**config.mk**
```make
export PLATFORM = sky130hd
export DESIGN_NAME = tmtw_queue
export DESIGN_NICKNAME = d
export VERILOG_FILES = /design/src/sv/tmtw_pkg.sv /design/src/sv/tmtw_queue.sv
export SDC_FILE = /design/constraint.sdc
export NUM_CORES = 1
export LEC_CHECK = 0
export BUFFER_PORTS_ARGS = -buffer_cell sky130_fd_sc_hd__clkbuf_2
export CORE_AREA = 4 4 86 88
export CTS_CLUSTER_SIZE = 14
export DETAILED_ROUTE_END_ITERATION = 12
export DIE_AREA = 0 0 90 92
export SLEW_MARGIN = 40
export SYNTH_ARGS = -nofsm -noshare
export SYNTH_HDL_FRONTEND = slang
export SYNTH_SLANG_ARGS = --single-unit
```
**constraint.sdc**
```tcl
create_clock -name clk -period 5.2 [get_ports clk]
set_input_delay 0.26 -clock clk [delete_from_list [all_inputs] [get_ports clk]]
set_output_delay 0.26 -clock clk [all_outputs]
set_load 0.02 [all_outputs]
```
**src/sv/tmtw_pkg.sv**
```systemverilog
`timescale 1ns / 1ps
// ----------------------------------------------------------------------------
// Text terminal writer package
// Shared types, codes and defaults for the character terminal writer.
// ----------------------------------------------------------------------------
package tmtw_pkg;

    localparam int COLUMNS_DEFAULT = 80;
    localparam int ROWS_DEFAULT    = 25;

    localparam logic [7:0] ATTR_RESET     = 8'h07;
    localparam logic [7:0] CODE_NEWLINE   = 8'd10;
    localparam logic [7:0] CODE_BACKSPACE = 8'd8;
    localparam logic [7:0] CODE_BLANK     = 8'h20;

    localparam logic [1:0] KIND_PUT   = 2'd0;
    localparam logic [1:0] KIND_READ  = 2'd1;
    localparam logic [1:0] KIND_CLEAR = 2'd2;

    localparam int QUEUE_DEPTH = 2;
    localparam int QUEUE_PTR_W = $clog2(QUEUE_DEPTH);
    localparam int QUEUE_CNT_W = $clog2(QUEUE_DEPTH + 1);

    typedef struct packed {
        logic [1:0] kind;
        logic [7:0] char_code;
        logic [4:0] read_row;
        logic [6:0] read_col;
    } item_t;

    typedef struct packed {
        logic [15:0] read_data;
        logic [4:0]  cursor_row;
        logic [6:0]  cursor_col;
        logic        scrolled;
    } result_t;

    typedef enum logic [2:0] {
        OP_PUT,
        OP_NEWLINE,
        OP_BACKSPACE,
        OP_READ,
        OP_CLEAR,
        OP_NOP
    } op_t;

    typedef struct packed {
        op_t        op;
        logic [7:0] char_code;
        logic [4:0] read_row;
        logic [6:0] read_col;
    } cmd_t;

    typedef enum logic [2:0] {
        S_INIT,
        S_IDLE,
        S_CALC,
        S_ADDR,
        S_MEM,
        S_SCROLL,
        S_CLEAR,
        S_DONE
    } back_state_t;

endpackage

```
**src/sv/tmtw_queue.sv**
```systemverilog
`timescale 1ns / 1ps
// ----------------------------------------------------------------------------
// Text terminal writer command queue
// Short FIFO of decoded operations between the front end and the back end.
// ----------------------------------------------------------------------------
module tmtw_queue (
    input  logic            clk,
    input  logic            rst_n,
    input  logic            push,
    input  tmtw_pkg::cmd_t  push_cmd,
    output logic            full,
    input  logic            pop,
    output logic            not_empty,
    output tmtw_pkg::cmd_t  pop_cmd
);

    tmtw_pkg::cmd_t                      entries [tmtw_pkg::QUEUE_DEPTH];
    logic [tmtw_pkg::QUEUE_PTR_W-1:0]    wr_ptr_reg;
    logic [tmtw_pkg::QUEUE_PTR_W-1:0]    rd_ptr_reg;
    logic [tmtw_pkg::QUEUE_CNT_W-1:0]    count_reg;
    logic [tmtw_pkg::QUEUE_PTR_W-1:0]    wr_ptr_next;
    logic [tmtw_pkg::QUEUE_PTR_W-1:0]    rd_ptr_next;
    logic [tmtw_pkg::QUEUE_CNT_W-1:0]    count_next;

    localparam logic [tmtw_pkg::QUEUE_PTR_W-1:0] PTR_LAST =
        tmtw_pkg::QUEUE_PTR_W'(tmtw_pkg::QUEUE_DEPTH - 1);
    localparam logic [tmtw_pkg::QUEUE_CNT_W-1:0] CNT_FULL =
        tmtw_pkg::QUEUE_CNT_W'(tmtw_pkg::QUEUE_DEPTH);

    assign full      = (count_reg == CNT_FULL);
    assign not_empty = (count_reg != '0);
    assign pop_cmd   = entries[rd_ptr_reg];

    always_comb
    begin
        wr_ptr_next = wr_ptr_reg;
        rd_ptr_next = rd_ptr_reg;
        count_next  = count_reg;
        if (push)
        begin
            wr_ptr_next = (wr_ptr_reg == PTR_LAST) ? '0 : wr_ptr_reg + 1'b1;
        end
        if (pop)
        begin
            rd_ptr_next = (rd_ptr_reg == PTR_LAST) ? '0 : rd_ptr_reg + 1'b1;
        end
        if (push && !pop)
        begin
            count_next = count_reg + 1'b1;
        end
        else if (pop && !push)
        begin
            count_next = count_reg - 1'b1;
        end
    end

    always_ff @(posedge clk or negedge rst_n)
    begin
        if (!rst_n)
        begin
            wr_ptr_reg <= '0;
            rd_ptr_reg <= '0;
            count_reg  <= '0;
        end
        else
        begin
            wr_ptr_reg <= wr_ptr_next;
            rd_ptr_reg <= rd_ptr_next;
            count_reg  <= count_next;
        end
    end

    always_ff @(posedge clk)
    begin
        if (push)
        begin
            entries[wr_ptr_reg] <= push_cmd;
        end
    end

endmodule

```
# ---- Yosys cells after proc, flatten, opt, wreduce, memory -nomap -nowiden
# Memories as Yosys holds them, arrays and structs flattened.
# Cells that the tools add are included.
dict set report totals {
  elab_cells 21
  output_inout_bits 25
  register_bits 4
  inputBits 27
  mem_count 1
  ramBits 46
}
# name words width read_ports rd_ports_with_merged_regs wr line_no
set memory_table {}
lappend memory_table {entries 2 23 1 0 1 tmtw_queue.sv:17} ;# tmtw_pkg::cmd_t entries [tmtw_pkg::QUEUE_DEPTH];
dict set report op_classes {
  n_eq_ne 1
  reduce_logical 6
  add_sub_neg 4
  muxes 6
}
# operator n
set op_table {}
lappend op_table {{two-way mux 1 bit} 4}
lappend op_table {{two-way mux 2 bit} 2}
lappend op_table {{nonzero test 2 bit} 2}
lappend op_table {{adder 1 bit, second input constant} 2}
lappend op_table {{adder 2 x 1 -> 2 bit, second input constant} 1}
lappend op_table {{equality test 2 bit, second input constant} 1}
lappend op_table {{logical AND 1 bit} 2}
lappend op_table {{logical NOT 1 bit} 2}
lappend op_table {{subtractor 2 x 1 -> 2 bit, second input constant} 1}

# ---- Depth between registers and ports, before layout
dict set report depth {
  ltp_word 4
  ltp_mapped 5
  mapped_depth_nobuf 5
}

# ---- Least setup slack after synthesis
# Ideal clock, no wire load.
dict set report synth_path {
  path_type {register to register}
  from {register wr_ptr_reg}
  to {memory entries[0][0] in the netlist's numbering, enable pin}
  arrival_time_ns 1.446
  setup_ns 0.405
  setup_slack_ns 3.348
  n_path_buf 0
  stages_incl_launch_ff 2
  synth_period_minus_slack_ns 1.852
  required_ns 4.795
  path_cell_list {dfrtp_1 nor2b_1}
}
# item line_no
set synth_lines {}
lappend synth_lines {{start: declaration} tmtw_queue.sv:18} ;# logic [tmtw_pkg::QUEUE_PTR_W-1:0] wr_ptr_reg;
lappend synth_lines {{start signal: assignment} tmtw_queue.sv:67} ;# wr_ptr_reg <= wr_ptr_next;
lappend synth_lines {{end: declaration} tmtw_queue.sv:17}
# No word-level cell before the write port.

==> impl_metrics.yaml <==
clocking:
  clockBufferDepth: 2
  root_buffer: "clkbuf_8"
  htree_num_levels: 2
  numClockSinks: 50
  cts_tree: "done"
  worstSkewPairLatency_ps: 290
  clkTransAtPathRegs_ps: 90
  cts_buffers: 5
synthesis:
  synth_top_area_cell: "edfxtp_1"
  syn_area_per_cell_um2: 22.2
  ys_seq_elements: 50
  syn_inst: 88
  synthDistinctLibCells: 14
  yosysTopAreaCellShare: 0.708
  synth_seq_area_share: 0.759
  synth_area_um2: 1950
  yosys_warnings: 0
  syn-num-nets: 116
  synth.area.top_cells: "edfxtp_1 (71%), mux2_4 (15%), dfrtp_1 (5.1%), mux2_2 (2.3%), buf_12 (2.1%)"
sta:
  finalSetupTns_ps: 0
  min_period_over_period: 0.344
  fin_skew_ps: 2.97
  min_period_ps: 1790
  max_slew.worst_pin.slew_ps: 564
  rsz0062_at_grt: "no"
  slew_headroom: 0.624
  finalSetupViolCount: 0
  hold_violations: 0
  whs_ps: 154
  final_max_slew_viol_count: 0
  final.setup.worst_slack_ps: 3410
  fmax_mhz: 558
route:
  vias: 943
  viasPerCell: 4.15
  routed_wl_um: 3110
  drc_errors: 0
  firstDrtPassIters: 4
  drt_iter0_markers: 31
  detail-route-antenna-nets: 0
  wl_per_cell_um: 13.7
layout:
  largest_register_ffs: 46
  drive_above_1_share: 0.592
  final_nets: 174
  finalNonFillerCells: 227
  final_cell_mix: "clkbuf_2 (51), edfxtp_1 (46), mux2_4 (19), clkbuf_8 (5)"
  mostFrequentLayoutCell: "clkbuf_2"
  syn_to_final_growth_pct: 21.7
  insertedDiodeCount: 0
critical_path:
  cpPeakStageDelay_ps: 380
  cp_max_fo: 24
  crit_chain: "buf_4, mux2_2, clkbuf_2"
  cpMaxStageDelayCell: "mux2_2"
  required_ps: 4940
  cp-start-kind: "flop"
  worstSetupEndpointType: "output pin"
  r2r_cells: 1
  crit_arrival_ps: 1530
  crit_type: "reg2out"
floorplanning:
  die_y_um: 92
  die_area_um2: 8280
  row_count: 30
  fp.coreArea_um2: 6640
  die_x_um: 90
  boundaryPins: 52
  initial_core_util: 0.294
job:
  drv_cap: 0
placed_design:
  dp_worst_setup_slack_ps: 3710
  io_buffers: 51
  gp_congestion: 0.716
  hpwl_um: 2270
  place_inst: 218
grt:
  grt_pass1_vias: 1053
  overflow: 0
  grt_max_degree: 25
  grt_first_pass_wirelength_um: 4950
  grt.total_usage: 0.0771
  antenna_found_initial: 0
run_status:
  status: "completed"
power_and_ir_drop:
  powerDensity_nw_per_um2: 525
  power_leakage_nw: 0.967
  ir_drop_mv: 0.145
min_path:
  whs_path_depth: 1
  min_path_type: "in2reg"
## per-layer routing
metal | track usage | share of wire
met5 | 0 | 0
met4 | 0.0370 | 0.014
met3 | 0.0369 | 0.062
met2 | 0.134 | 0.52
met1 | 0.0779 | 0.40
## logic make-up after synthesis
logic type / count (synthesis) / synth area share
multiplexers: 23 / 0.169
AND/OR/NAND/NOR: 5 / 0.0147
flip-flops: 50 / 0.759
adder cells (fa/ha/maj): 1 / 0.00641
XOR/XNOR: 5 / 0.0224
buffers and inverters: 4 / 0.0282
## through the flow
step	area (um2)	total power [mW]	util
after global routing	2370	1.32	0.357
final	2370	1.25	0.357
after detailed placement	2270	1.05	0.342
after global placement	2270	1.04	0.342
after CTS	2370	1.27	0.357
after floorplan	1950	0.952	-
## layout make-up
| class | count | area [um2] |
|---|---|---|
| Sequential cell | 50 | 1480 |
| Clock inverter | 3 | 21.3 |
| Timing Repair Buffer | 54 | 280 |
| Tap cell | 80 | 100 |
| Multi-Input combinational cell | 34 | 419 |
| Inverter | 1 | 3.75 |
| Fill cell | 623 | 4270 |
| Clock buffer | 5 | 68.8 |
## synthesized netlist by cell type
master and instances:
mux2_2 4, ha_1 1, xor2_1 4, nor2_1 1, xnor2_1 1, buf_6 1
nor2b_1 2, edfxtp_1 46, or2_2 1, inv_1 1, dfrtp_1 4, and2_1 1
buf_12 2, mux2_4 19
## path summary, 6_finish.rpt
check / start / to / slack (ps)
worst max register to register: wr_ptr_reg / entries[1][18] / 3900
max in group asynchronous: rst_n / rd_ptr_reg / 4780
min in group asynchronous: rst_n / count_reg[0] / 300
worst min-delay path: push_cmd[6] / entries[1][6] / 150
worst min register to register: count_reg[1] / count_reg[1] / 510
worst max-delay path: rd_ptr_reg / pop_cmd[2] / 3410
## power breakdown
part           internal, mW  leakage [nW]  switching, mW  total (mW)
clock network        0.0945        0.0441          0.119       0.213
logic                 0.206         0.444          0.262       0.467
registers             0.537         0.478         0.0281       0.565
## worst max-delay path, delay by kind of cell, from the launching register on
family | cells | cell delay, ps
flip-flops | 1 | 330
multiplexers | 1 | 380
buffers and inverters | 2 | 530
## timing repair
action	in CTS	in global routing
setup buffers	0	0
hold buffers	1	0
endpoints found under the hold margin	4	0
resized for setup	0	0
endpoints found under the setup margin	0	0
Note: power is estimated with default switching activity, not from simulation.
