**src/sv/tmtw_pkg.sv**
```systemverilog
`timescale 1ns / 1ps
// ----------------------------------------------------------------------------
// Text terminal writer package
// Shared types, codes and defaults for the character terminal writer.
// ----------------------------------------------------------------------------
package tmtw_pkg;

    localparam int COLUMNS_DEFAULT = 80;
    localparam int ROWS_DEFAULT    = 25;

    localparam logic [7:0] ATTR_RESET     = 8'h07;
    localparam logic [7:0] CODE_NEWLINE   = 8'd10;
    localparam logic [7:0] CODE_BACKSPACE = 8'd8;
    localparam logic [7:0] CODE_BLANK     = 8'h20;

    localparam logic [1:0] KIND_PUT   = 2'd0;
    localparam logic [1:0] KIND_READ  = 2'd1;
    localparam logic [1:0] KIND_CLEAR = 2'd2;

    localparam int QUEUE_DEPTH = 2;
    localparam int QUEUE_PTR_W = $clog2(QUEUE_DEPTH);
    localparam int QUEUE_CNT_W = $clog2(QUEUE_DEPTH + 1);

    typedef struct packed {
        logic [1:0] kind;
        logic [7:0] char_code;
        logic [4:0] read_row;
        logic [6:0] read_col;
    } item_t;

    typedef struct packed {
        logic [15:0] read_data;
        logic [4:0]  cursor_row;
        logic [6:0]  cursor_col;
        logic        scrolled;
    } result_t;

    typedef enum logic [2:0] {
        OP_PUT,
        OP_NEWLINE,
        OP_BACKSPACE,
        OP_READ,
        OP_CLEAR,
        OP_NOP
    } op_t;

    typedef struct packed {
        op_t        op;
        logic [7:0] char_code;
        logic [4:0] read_row;
        logic [6:0] read_col;
    } cmd_t;

    typedef enum logic [2:0] {
        S_INIT,
        S_IDLE,
        S_CALC,
        S_ADDR,
        S_MEM,
        S_SCROLL,
        S_CLEAR,
        S_DONE
    } back_state_t;

endpackage

```
**src/sv/tmtw_front.sv**
```systemverilog
`timescale 1ns / 1ps
// ----------------------------------------------------------------------------
// Text terminal writer front end
// Accepts items, decodes them into operations and hands them to the queue.
// ----------------------------------------------------------------------------
module tmtw_front #(
    parameter int COLUMNS = tmtw_pkg::COLUMNS_DEFAULT,
    parameter int ROWS    = tmtw_pkg::ROWS_DEFAULT
) (
    input  logic              clk,
    input  logic              rst_n,
    input  logic              start,
    input  tmtw_pkg::item_t   item,
    output logic              busy,
    input  logic              initializing,
    input  logic              queue_full,
    output logic              push,
    output tmtw_pkg::cmd_t    push_cmd
);

    logic            front_valid_reg;
    logic            front_valid_next;
    tmtw_pkg::cmd_t  front_reg;
    tmtw_pkg::cmd_t  decoded;
    logic            accept;

    assign busy     = initializing || (front_valid_reg && queue_full);
    assign accept   = start && !busy;
    assign push     = front_valid_reg && !queue_full;
    assign push_cmd = front_reg;

    always_comb
    begin
        decoded.char_code = item.char_code;
        decoded.read_row  = item.read_row;
        decoded.read_col  = item.read_col;
        unique case (item.kind)
            tmtw_pkg::KIND_PUT:
            begin
                if (item.char_code == tmtw_pkg::CODE_NEWLINE)
                begin
                    decoded.op = tmtw_pkg::OP_NEWLINE;
                end
                else if (item.char_code == tmtw_pkg::CODE_BACKSPACE)
                begin
                    decoded.op = tmtw_pkg::OP_BACKSPACE;
                end
                else
                begin
                    decoded.op = tmtw_pkg::OP_PUT;
                end
            end
            tmtw_pkg::KIND_READ:
            begin
                if ((int'(item.read_row) < ROWS) && (int'(item.read_col) < COLUMNS))
                begin
                    decoded.op = tmtw_pkg::OP_READ;
                end
                else
                begin
                    decoded.op = tmtw_pkg::OP_NOP;
                end
            end
            tmtw_pkg::KIND_CLEAR:
            begin
                decoded.op = tmtw_pkg::OP_CLEAR;
            end
            default:
            begin
                decoded.op = tmtw_pkg::OP_NOP;
            end
        endcase
    end

    always_comb
    begin
        front_valid_next = front_valid_reg;
        if (accept)
        begin
            front_valid_next = 1'b1;
        end
        else if (push)
        begin
            front_valid_next = 1'b0;
        end
    end

    always_ff @(posedge clk or negedge rst_n)
    begin
        if (!rst_n)
        begin
            front_valid_reg <= 1'b0;
        end
        else
        begin
            front_valid_reg <= front_valid_next;
        end
    end

    always_ff @(posedge clk)
    begin
        if (accept)
        begin
            front_reg <= decoded;
        end
    end

endmodule

```
**config.mk**
```make
export PLATFORM = sky130hd
export DESIGN_NAME = tmtw_front
export DESIGN_NICKNAME = d
export VERILOG_FILES = /design/src/sv/tmtw_pkg.sv /design/src/sv/tmtw_front.sv
export SDC_FILE = /design/constraint.sdc
export NUM_CORES = 1
export LEC_CHECK = 0
export ABC_AREA = 0
export BUFFER_PORTS_ARGS = -buffer_cell sky130_fd_sc_hd__buf_2
export CELL_PAD_IN_SITES_DETAIL_PLACEMENT = 1
export CELL_PAD_IN_SITES_GLOBAL_PLACEMENT = 1
export CORE_ASPECT_RATIO = 0.6
export CORE_MARGIN = 2
export CORE_UTILIZATION = 29
export DETAILED_ROUTE_END_ITERATION = 16
export PLACE_DENSITY_LB_ADDON = 0.1
export SLEW_MARGIN = 20
export SYNTH_ARGS = -nofsm -noshare
export SYNTH_HDL_FRONTEND = slang
export SYNTH_SLANG_ARGS = --single-unit
```
**constraint.sdc**
```tcl
create_clock -name clk -period 1.9 [get_ports clk]
set_clock_uncertainty 0.1 [all_clocks]
set_input_delay 0.285 -clock clk [delete_from_list [all_inputs] [get_ports clk]]
set_output_delay 0.285 -clock clk [all_outputs]
set_load 0.01 [all_outputs]
```
## Yosys cells after proc, flatten, opt, wreduce, memory -nomap -nowiden

Cells that the tools add are included.
W data, S select, Z words.

| cells by class | value |
|---|---|
| equality and inequality tests | 4 |
| magnitude comparators | 2 |
| reduce and logical (&&, ||, !) cells | 9 |
| mux-type cells | 6 |

Operators by type and width:

| cell | count |
|---|---|
| $eq A8 B4 Y1 const B | 2 |
| $pmux W3 S3 | 1 |
| $lt A7 B7 Y1 const B | 1 |
| $lt A5 B5 Y1 const B | 1 |
| $logic_and A1 B1 Y1 | 4 |
| $mux W2 | 2 |
| $mux W3 | 1 |
| $eq A2 B1 Y1 const B | 1 |
| $eq A2 B2 Y1 const B | 1 |
| $logic_not A1 Y1 | 2 |
| $logic_not A2 Y1 | 1 |
| $mux W1 | 2 |
| $reduce_bool A2 Y1 | 1 |
| $logic_or A1 B1 Y1 | 1 |

| storage, ports and cells | value |
|---|---|
| logic and storage cells | 26 |
| output and inout bits | 25 |
| input port bits | 27 |
| flip-flop bits (word level) | 24 |

## Depth between registers and ports, before layout

Gate-level depths: netlist of run 1.

| logic depth | value |
|---|---|
| depth after elaboration | 5 |
| depth in mapped cells | 3 |
| depth with buffers taken out | 3 |

## Worst setup path before layout of run 1

No wires, ideal clock.

| timing path | value |
|---|---|
| path kind | input to register |
| from | input port initializing |
| to | register front_reg (netlist bit push_cmd[0]), enable pin |
| setup time | 0.411 ns |
| stages on the path | 2 |
| data arrival time | 1.590 ns |
| required time | 1.389 ns |
| path slack | -0.201 ns |
| buffers on the path | 0 |
| cells stage by stage | nand2b_1 > a21oi_1 |

| on the way | value |
|---|---|
| cells in the longest elaborated chain, start to end | 3 |

Ends and longest elaborated chain:

| element | line | RTL |
|---|---|---|
| start: declaration | tmtw_front.sv:15 | `input logic initializing,` |
| $logic_or A1 B1 Y1 | tmtw_front.sv:27 | `assign busy = initializing \|\| (front_valid_reg && queue_full);` |
| $logic_not A1 Y1 | tmtw_front.sv:28 | `assign accept = start && !busy;` |
| $logic_and A1 B1 Y1 | tmtw_front.sv:28 |  |
| via accept | tmtw_front.sv:25 | `logic accept;` |
| end signal: assignment | tmtw_front.sv:104 | `front_reg <= decoded;` |
| end: declaration | tmtw_front.sv:23 | `tmtw_pkg::cmd_t front_reg;` |

The timed path passes the listed nets, and every way through them passes these cells.
A chain may end at the register's enable or synchronous reset.

## Worst setup path after layout of run 1

| timing path | value |
|---|---|
| from | register front_valid_reg |
| to | output port busy |

| on the way | value |
|---|---|
| cells in the longest elaborated chain, start to end | 2 |

Ends and longest elaborated chain:

| element | line | RTL |
|---|---|---|
| start: declaration | tmtw_front.sv:21 | `logic front_valid_reg;` |
| start signal: assignment | tmtw_front.sv:96 | `front_valid_reg <= front_valid_next;` |
| $logic_and A1 B1 Y1 | tmtw_front.sv:27 |  |
| $logic_or A1 B1 Y1 | tmtw_front.sv:27 |  |
| end: declaration | tmtw_front.sv:14 | `output logic busy,` |

Every way passes these cells.

==> results of run 1 <==
## worst max-delay path: cells and delay by family (launching register included)
family	cells	cell delay, ps
AND/OR/NAND/NOR	2	140
flip-flops	1	410
buffers and inverters	1	130
## power by group
group	leakage, nW	internal, W	switching [W]
combinational	0.249	0.0000453	0.0000550
sequential	0.226	0.000607	0.00000626
clock	0.0231	0.000144	0.000148
## placed cells by master, fill, tap and decap left out
| master | count |
|---|---|
| sky130_fd_sc_hd__nand2b_1 | 2 |
| sky130_fd_sc_hd__dlygate4sd3_1 | 1 |
| sky130_fd_sc_hd__nor2_2 | 1 |
| sky130_fd_sc_hd__nor2b_1 | 1 |
| sky130_fd_sc_hd__edfxtp_1 | 23 |
| sky130_fd_sc_hd__a31o_1 | 1 |
| sky130_fd_sc_hd__a21oi_1 | 1 |
| sky130_fd_sc_hd__inv_1 | 1 |
| sky130_fd_sc_hd__nand3_1 | 1 |
| sky130_fd_sc_hd__clkbuf_8 | 3 |
| sky130_fd_sc_hd__o211ai_1 | 1 |
| sky130_fd_sc_hd__dfrtp_1 | 1 |
| sky130_fd_sc_hd__nor4_4 | 1 |
| sky130_fd_sc_hd__nor4b_1 | 2 |
| sky130_fd_sc_hd__buf_4 | 1 |
| sky130_fd_sc_hd__nand2_1 | 2 |
| sky130_fd_sc_hd__a21oi_2 | 1 |
| sky130_fd_sc_hd__o211ai_2 | 1 |
| sky130_fd_sc_hd__nor3_1 | 1 |
| sky130_fd_sc_hd__buf_2 | 51 |
| sky130_fd_sc_hd__clkinv_1 | 1 |
## area by class of cell
type	count	area (um^2)
Tap cell	34	42.5
Clock buffer	3	41.3
Clock inverter	1	3.75
Multi-Input combinational cell	16	124
Inverter	1	3.75
Timing Repair Buffer	53	273
Fill cell	307	1610
Sequential cell	24	716
## per-layer routing
metal | track usage [%] | vias up | part of all wire, %
met3 | 4.65 | 2 | 9.8
met2 | 16.8 | 32 | 45
met5 | 0 | - | 0
met4 | 3.27 | 0 | 0.96
met1 | 14.3 | 261 | 44
li1 | - | 276 | -
## final timing paths
kind                                             startpoint  slack [ps]  cells past startpoint                     endpoint
max in group asynchronous                             rst_n        1390                      2  front_valid_reg$_DFFE_PN0P_
worst min-delay path                                item[3]         100                      1        push_cmd[3]$_DFFE_PP_
worst max-delay path            front_valid_reg$_DFFE_PN0P_         580                      3                         busy
min in group asynchronous                             rst_n         230                      2  front_valid_reg$_DFFE_PN0P_
worst min register to register  front_valid_reg$_DFFE_PN0P_         460                      2  front_valid_reg$_DFFE_PN0P_
worst max register to register  front_valid_reg$_DFFE_PN0P_         650                      2       push_cmd[15]$_DFFE_PP_
## through the flow
step | worst slack (ps) | power [W] | hold slack, ps | area [um^2] | util [%]
CTS | 556 | 0.00102 | 88.7 | 1200 | 42.8
global placement | 522 | 0.000725 | -41.0 | 1150 | 40.8
floorplan | 306 | 0.000661 | -111 | 843 | -
detailed placement | 501 | 0.000727 | -39.9 | 1150 | 40.8
finish | 576 | 0.00101 | 97.7 | 1200 | 42.8
global route | 505 | 0.00106 | 85.2 | 1200 | 42.8
## kinds of logic (layout without fill, tap and decap cells)
kind of cell           after synthesis  after routing  synth area share (%)
AO/OA/AOI/OAI                        5              5                  4.62
buffers and inverters                1             58                 0.447
flip-flops                          24             24                  85.2
AND/OR/NAND/NOR                     11             11                  9.69
==> metrics.txt, run 1 <==
# TYPE chip_impl_metric gauge
chip_impl_metric{name="synth_edf_count",unit=""} 23
chip_impl_metric{name="ctsResizeCount",unit=""} 0
chip_impl_metric{name="dieArea",unit="um^2"} 3360
chip_impl_metric{name="cts_sinks",unit=""} 24
chip_impl_metric{name="detailedRoute.firstIterationViolations",unit=""} 37
chip_impl_metric{name="post-place-cells",unit=""} 127
chip_impl_metric{name="drv.max_cap_violation_count",unit=""} 0
chip_impl_metric{name="synth-seq-area-share",unit="%"} 85.2
chip_impl_metric{name="max_stage_delay",unit="ps"} 410
chip_impl_info{name="yosys.cell_count.top_type",value="sky130_fd_sc_hd__edfxtp_1"} 1
chip_impl_metric{name="ctsHtreeMaxLevel",unit=""} 1
chip_impl_metric{name="ant_nets",unit=""} 0
chip_impl_info{name="synth_common_cells",value="sky130_fd_sc_hd__edfxtp_1 (23), sky130_fd_sc_hd__a21oi_1 (2), sky130_fd_sc_hd__nand2_1 (2), sky130_fd_sc_hd__nand2b_1 (2), sky130_fd_sc_hd__nor4b_1 (2)"} 1
chip_impl_metric{name="worst_pin_slew",unit="ps"} 351
chip_impl_metric{name="synth_largest_type_area_fraction",unit="%"} 82.3
chip_impl_metric{name="cts-buffers-inserted",unit=""} 3
chip_impl_metric{name="peakVddDrop",unit="mV"} 0.317
chip_impl_metric{name="timing.critical_path.required",unit="ps"} 1510
chip_impl_metric{name="maxSlewViolCount",unit=""} 0
chip_impl_metric{name="initial_core_util",unit="%"} 29.8
chip_impl_metric{name="core_region_area",unit="um^2"} 2820
chip_impl_metric{name="synth.yosys.warnings",unit=""} 0
chip_impl_info{name="cp-start-kind",value="flip-flop"} 1
chip_impl_metric{name="power.static_leakage",unit="nW"} 0.499
chip_impl_metric{name="place_congestion",unit=""} 0.620
chip_impl_metric{name="remaining_drc_errors",unit=""} 0
chip_impl_info{name="tritoncts",value="built"} 1
chip_impl_metric{name="layout_worst_path_cycle_share",unit="%"} 69.7
chip_impl_metric{name="grtUsageTotal",unit="%"} 11.0
chip_impl_metric{name="dieWidth",unit="um"} 73.5
chip_impl_metric{name="synthToLayoutAreaGrowth",unit="%"} 43.4
chip_impl_metric{name="grt_max_degree",unit=""} 24
chip_impl_info{name="cts.root.buffer_cell",value="sky130_fd_sc_hd__clkbuf_8"} 1
chip_impl_metric{name="worst_slew_margin_relative_to_its_limit",unit="%"} 76.3
chip_impl_info{name="crit_chain",value="nand2_1 > nand2b_1 > buf_2"} 1
chip_impl_metric{name="wire_length_of_the_first_global_routing_pass",unit="um"} 2600
chip_impl_metric{name="syn-instance-count",unit=""} 41
chip_impl_metric{name="drt_pass1_iterations",unit=""} 3
chip_impl_info{name="synth_top_cells_by_area",value="sky130_fd_sc_hd__edfxtp_1 (82%), sky130_fd_sc_hd__dfrtp_1 (3.0%), sky130_fd_sc_hd__nor4_4 (2.5%)"} 1
chip_impl_metric{name="die-height",unit="um"} 45.7
chip_impl_info{name="synth_largest_area_cell",value="sky130_fd_sc_hd__edfxtp_1"} 1
chip_impl_info{name="timing_worst_setup_path_type",value="flip-flop to primary output"} 1
chip_impl_metric{name="std_cell_rows",unit=""} 15
chip_impl_metric{name="wl_per_cell",unit="um"} 13.4
chip_impl_metric{name="synth.ff_latch_count",unit=""} 24
chip_impl_metric{name="hold_buffers",unit=""} 1
chip_impl_info{name="hp-class",value="primary input to flip-flop"} 1
chip_impl_metric{name="globalRoute.totalOverflow",unit=""} 0
chip_impl_info{name="cp-end-kind",value="primary output"} 1
chip_impl_metric{name="port-buffer-count",unit=""} 51
chip_impl_metric{name="setup_viol",unit=""} 0
chip_impl_metric{name="antenna_violations_before_repair",unit=""} 0
chip_impl_metric{name="path_max_fanout",unit=""} 3
chip_impl_metric{name="fmaxAchievable",unit="MHz"} 755
chip_impl_metric{name="drive_above_1_share",unit="%"} 60.2
chip_impl_metric{name="fin_setup_tns",unit="ps"} 0
chip_impl_metric{name="period_minus_slack",unit="ps"} 1320
chip_impl_metric{name="power_density",unit="nW/um^2"} 835
chip_impl_metric{name="fin_nets",unit=""} 126
chip_impl_metric{name="cts_post_setup_buffers_inserted",unit=""} 0
chip_impl_metric{name="synth.lib_cells_used.distinct",unit=""} 15
chip_impl_metric{name="num_antenna_cells",unit=""} 0
chip_impl_info{name="run_status",value="complete, no violations"} 1
chip_impl_metric{name="detailedPlacementHpwl",unit="um"} 1420
chip_impl_metric{name="postRouteWirelength",unit="um"} 1760
chip_impl_metric{name="report.final.hold_viol_count",unit=""} 0
chip_impl_metric{name="boundaryPins",unit=""} 52
chip_impl_metric{name="clkTransAtPathRegs",unit="ps"} 80
chip_impl_metric{name="layout_cells_excl_fill",unit=""} 132
chip_impl_metric{name="num_vias",unit=""} 571
chip_impl_metric{name="arrival",unit="ps"} 940
chip_impl_metric{name="synthesized_cell_area",unit="um^2"} 840
chip_impl_metric{name="via_count_of_the_first_global_routing_pass",unit=""} 522
chip_impl_metric{name="ys_async_sr_fraction",unit="%"} 4.17
chip_impl_metric{name="postSynthAreaPerCell",unit="um^2"} 20.5
chip_impl_metric{name="largest_register_ffs",unit=""} 23
chip_impl_info{name="crit_slowest_cell",value="sky130_fd_sc_hd__dfrtp_1"} 1
chip_impl_metric{name="clk_path_buf_depth",unit=""} 2
chip_impl_metric{name="syn_nets",unit=""} 68
chip_impl_info{name="grt_setup_unrepaired",value="false"} 1
chip_impl_metric{name="clk_lat_worst_skew",unit="ps"} 250
chip_impl_metric{name="drt-vias-per-instance",unit=""} 4.33
chip_impl_info{name="yosys_most_used_dff",value="sky130_fd_sc_hd__edfxtp_1"} 1
Note: power is estimated with default switching activity, not from simulation.
==> inputs of run 2 (changes only) <==
Settings changed: CORE_UTILIZATION 29 to 32.
Clock period 1.9 ns to 1.4 ns, I/O delays scaled along.
==> run 2 against run 1 <==
  * Die area down 8.7%
  * Critical path depth unchanged
  * Sequential power up 36%
  * Clock power up 110%
  * Hold slack worse by 84 ps
  * Setup slack worse by 460 ps
  * Combinational power up 45%
  * Sequential share of layout area down 2.5 points
  * Routed wire length up 1.6%
  * Final area up 4.5%
  * Via count up 2.6%
  * Non-clock buffer count up 1
  * Largest power group unchanged
  * Highest routed layer unchanged
==> metrics.txt, run 2 (synthesis results as in run 1) <==
# TYPE chip_impl_metric gauge
chip_impl_metric{name="dieWidth",unit="um"} 70.1
chip_impl_metric{name="path_max_fanout",unit=""} 3
chip_impl_metric{name="antenna_violations_before_repair",unit=""} 0
chip_impl_metric{name="synthToLayoutAreaGrowth",unit="%"} 49.8
chip_impl_metric{name="drive_above_1_share",unit="%"} 60.6
chip_impl_metric{name="largest_register_ffs",unit=""} 23
chip_impl_metric{name="clk_path_buf_depth",unit=""} 2
chip_impl_metric{name="worst_r2r_path_depth",unit=""} 2
chip_impl_metric{name="std_cell_rows",unit=""} 14
chip_impl_metric{name="detailedRoute.firstIterationViolations",unit=""} 46
chip_impl_metric{name="detailroute.wirelength.met3",unit="um"} 152
chip_impl_metric{name="layout_worst_path_cycle_share",unit="%"} 91.9
chip_impl_info{name="cp-end-kind",value="primary output"} 1
chip_impl_metric{name="cts_sinks",unit=""} 24
chip_impl_metric{name="clkTransAtPathRegs",unit="ps"} 80
chip_impl_metric{name="power.static_leakage",unit="nW"} 0.520
chip_impl_metric{name="worst_slack",unit="ps"} 114
chip_impl_metric{name="postRouteWirelength",unit="um"} 1790
chip_impl_metric{name="cts_post_setup_buffers_inserted",unit=""} 0
chip_impl_metric{name="period_minus_slack",unit="ps"} 1290
chip_impl_metric{name="total_of_fill_cells_in_the_finished_design",unit=""} 270
chip_impl_metric{name="num_antenna_cells",unit=""} 0
chip_impl_metric{name="dpl_worst_slack",unit="ps"} 159
chip_impl_metric{name="via_count_of_the_first_global_routing_pass",unit=""} 587
chip_impl_info{name="timing_worst_setup_path_type",value="flip-flop to primary output"} 1
chip_impl_metric{name="drt_pass1_iterations",unit=""} 2
chip_impl_metric{name="place_congestion",unit=""} 0.645
chip_impl_metric{name="timing.critical_path.required",unit="ps"} 1090
chip_impl_metric{name="ant_nets",unit=""} 0
chip_impl_metric{name="maxSlewViolCount",unit=""} 0
chip_impl_metric{name="initial_core_util",unit="%"} 33.5
chip_impl_info{name="cts.root.buffer_cell",value="sky130_fd_sc_hd__clkbuf_8"} 1
chip_impl_metric{name="remaining_drc_errors",unit=""} 0
chip_impl_info{name="hp-class",value="primary input to flip-flop"} 1
chip_impl_metric{name="final_core_occ",unit="%"} 50.2
chip_impl_info{name="grt_setup_unrepaired",value="false"} 1
chip_impl_metric{name="ctsHtreeMaxLevel",unit=""} 1
chip_impl_metric{name="arrival",unit="ps"} 980
chip_impl_metric{name="fin_setup_tns",unit="ps"} 0
chip_impl_metric{name="wl_met1",unit="um"} 704
chip_impl_metric{name="boundaryPins",unit=""} 52
chip_impl_metric{name="wl_per_cell",unit="um"} 13.7
chip_impl_metric{name="drt-vias-per-instance",unit=""} 4.47
chip_impl_metric{name="fmaxAchievable",unit="MHz"} 778
chip_impl_metric{name="power_density",unit="nW/um^2"} 1250
chip_impl_metric{name="die-height",unit="um"} 43.7
chip_impl_metric{name="dieArea",unit="um^2"} 3060
chip_impl_metric{name="route.met2.wl",unit="um"} 922
chip_impl_metric{name="grtUsageTotal",unit="%"} 12.4
chip_impl_metric{name="wire_length_of_the_first_global_routing_pass",unit="um"} 2820
chip_impl_metric{name="cts-buffers-inserted",unit=""} 3
chip_impl_metric{name="clk_lat_worst_skew",unit="ps"} 260
chip_impl_info{name="tritoncts",value="built"} 1
chip_impl_info{name="layout.cells.most_common",value="sky130_fd_sc_hd__buf_2"} 1
chip_impl_metric{name="globalRoute.totalOverflow",unit=""} 0
chip_impl_metric{name="whs_path_depth",unit=""} 1
chip_impl_metric{name="peakVddDrop",unit="mV"} 0.609
chip_impl_metric{name="port-buffer-count",unit=""} 51
chip_impl_metric{name="fin_nets",unit=""} 127
chip_impl_metric{name="report.final.hold_viol_count",unit=""} 0
chip_impl_metric{name="drv.max_cap_violation_count",unit=""} 0
chip_impl_metric{name="setup_viol",unit=""} 0
chip_impl_info{name="layout.cells.most_common_list",value="sky130_fd_sc_hd__buf_2 (51), sky130_fd_sc_hd__edfxtp_1 (23), sky130_fd_sc_hd__clkbuf_8 (3)"} 1
chip_impl_info{name="run_status",value="complete, no violations"} 1
chip_impl_metric{name="grt_max_degree",unit=""} 24
chip_impl_metric{name="core_region_area",unit="um^2"} 2500
chip_impl_metric{name="worst_pin_slew",unit="ps"} 307
chip_impl_metric{name="num_vias",unit=""} 586
chip_impl_info{name="highest_routed_layer",value="met4"} 1
chip_impl_metric{name="worst_slew_margin_relative_to_its_limit",unit="%"} 79.4
chip_impl_info{name="cp-start-kind",value="flip-flop"} 1
## run 2: changes by cell type in the layout (fill, tap and decap cells not counted), sizes merged
| cell | delta |
|---|---|
| dlygate4sd3 | +1 |
| bufinv | +1 |
| clkinv | -1 |
## run 2: cell type report
| type | count | area (um^2) | area share [%] |
|---|---|---|---|
| Clock buffer | 3 | 41.3 | 3.28 |
| Clock inverter | 1 | 30.0 | 2.39 |
| Inverter | 1 | 3.75 | 0.299 |
| Multi-Input combinational cell | 16 | 131 | 10.4 |
| Sequential cell | 24 | 716 | 56.9 |
| Tap cell | 32 | 40.0 | 3.18 |
| Timing Repair Buffer | 54 | 295 | 23.5 |
## run 2: worst paths after layout
kind                       slack (ps)                     endpoint                   startpoint
max in group asynchronous         950  front_valid_reg$_DFFE_PN0P_                        rst_n
setup reg to reg                  250       push_cmd[11]$_DFFE_PP_  front_valid_reg$_DFFE_PN0P_
setup / recovery                  110                         busy  front_valid_reg$_DFFE_PN0P_
min in group asynchronous         170  front_valid_reg$_DFFE_PN0P_                        rst_n
hold / removal                     10        push_cmd[3]$_DFFE_PP_                      item[3]
hold reg to reg                   480  front_valid_reg$_DFFE_PN0P_  front_valid_reg$_DFFE_PN0P_
## run 2: what timing repair did
action | CTS | global route
hold buffers | 1 | 1
gates resized for setup | 0 | 0
hold endpoints to repair | 1 | 1
## run 2: routing by layer
metal,vias to the layer above,track usage [%]
met2,26,20.6
met5,-,0
li1,278,-
met1,280,15.2
met3,2,5.35
met4,0,3.46
## run 2: critical path, cell delays in order (launching register included)
cell                       delay, ps
sky130_fd_sc_hd__dfrtp_1         420
sky130_fd_sc_hd__nand2_1          90
sky130_fd_sc_hd__nand2b_1         60
sky130_fd_sc_hd__buf_2           140
## run 2: power breakdown
group	total (W)	switching [W]	internal, W	leakage [nW]
Combinational	0.000145	0.0000764	0.0000684	0.258
Clock	0.000600	0.000218	0.000382	0.0357
Sequential	0.000833	0.00000898	0.000824	0.226
## run 2: stage by stage
step | power (W) | instances | area (um^2) | hold WS, ps
5_1_grt | 0.00164 | 131 | 1260 | 1.41
3_5_place_dp | 0.000993 | 125 | 1170 | -115
4_1_cts | 0.00159 | 130 | 1250 | 5.79
6_report | 0.00158 | 131 | 1260 | 13.8
3_3_place_gp | 0.000990 | 125 | 1170 | -116
2_1_floorplan | 0.000900 | 41 | 851 | -186
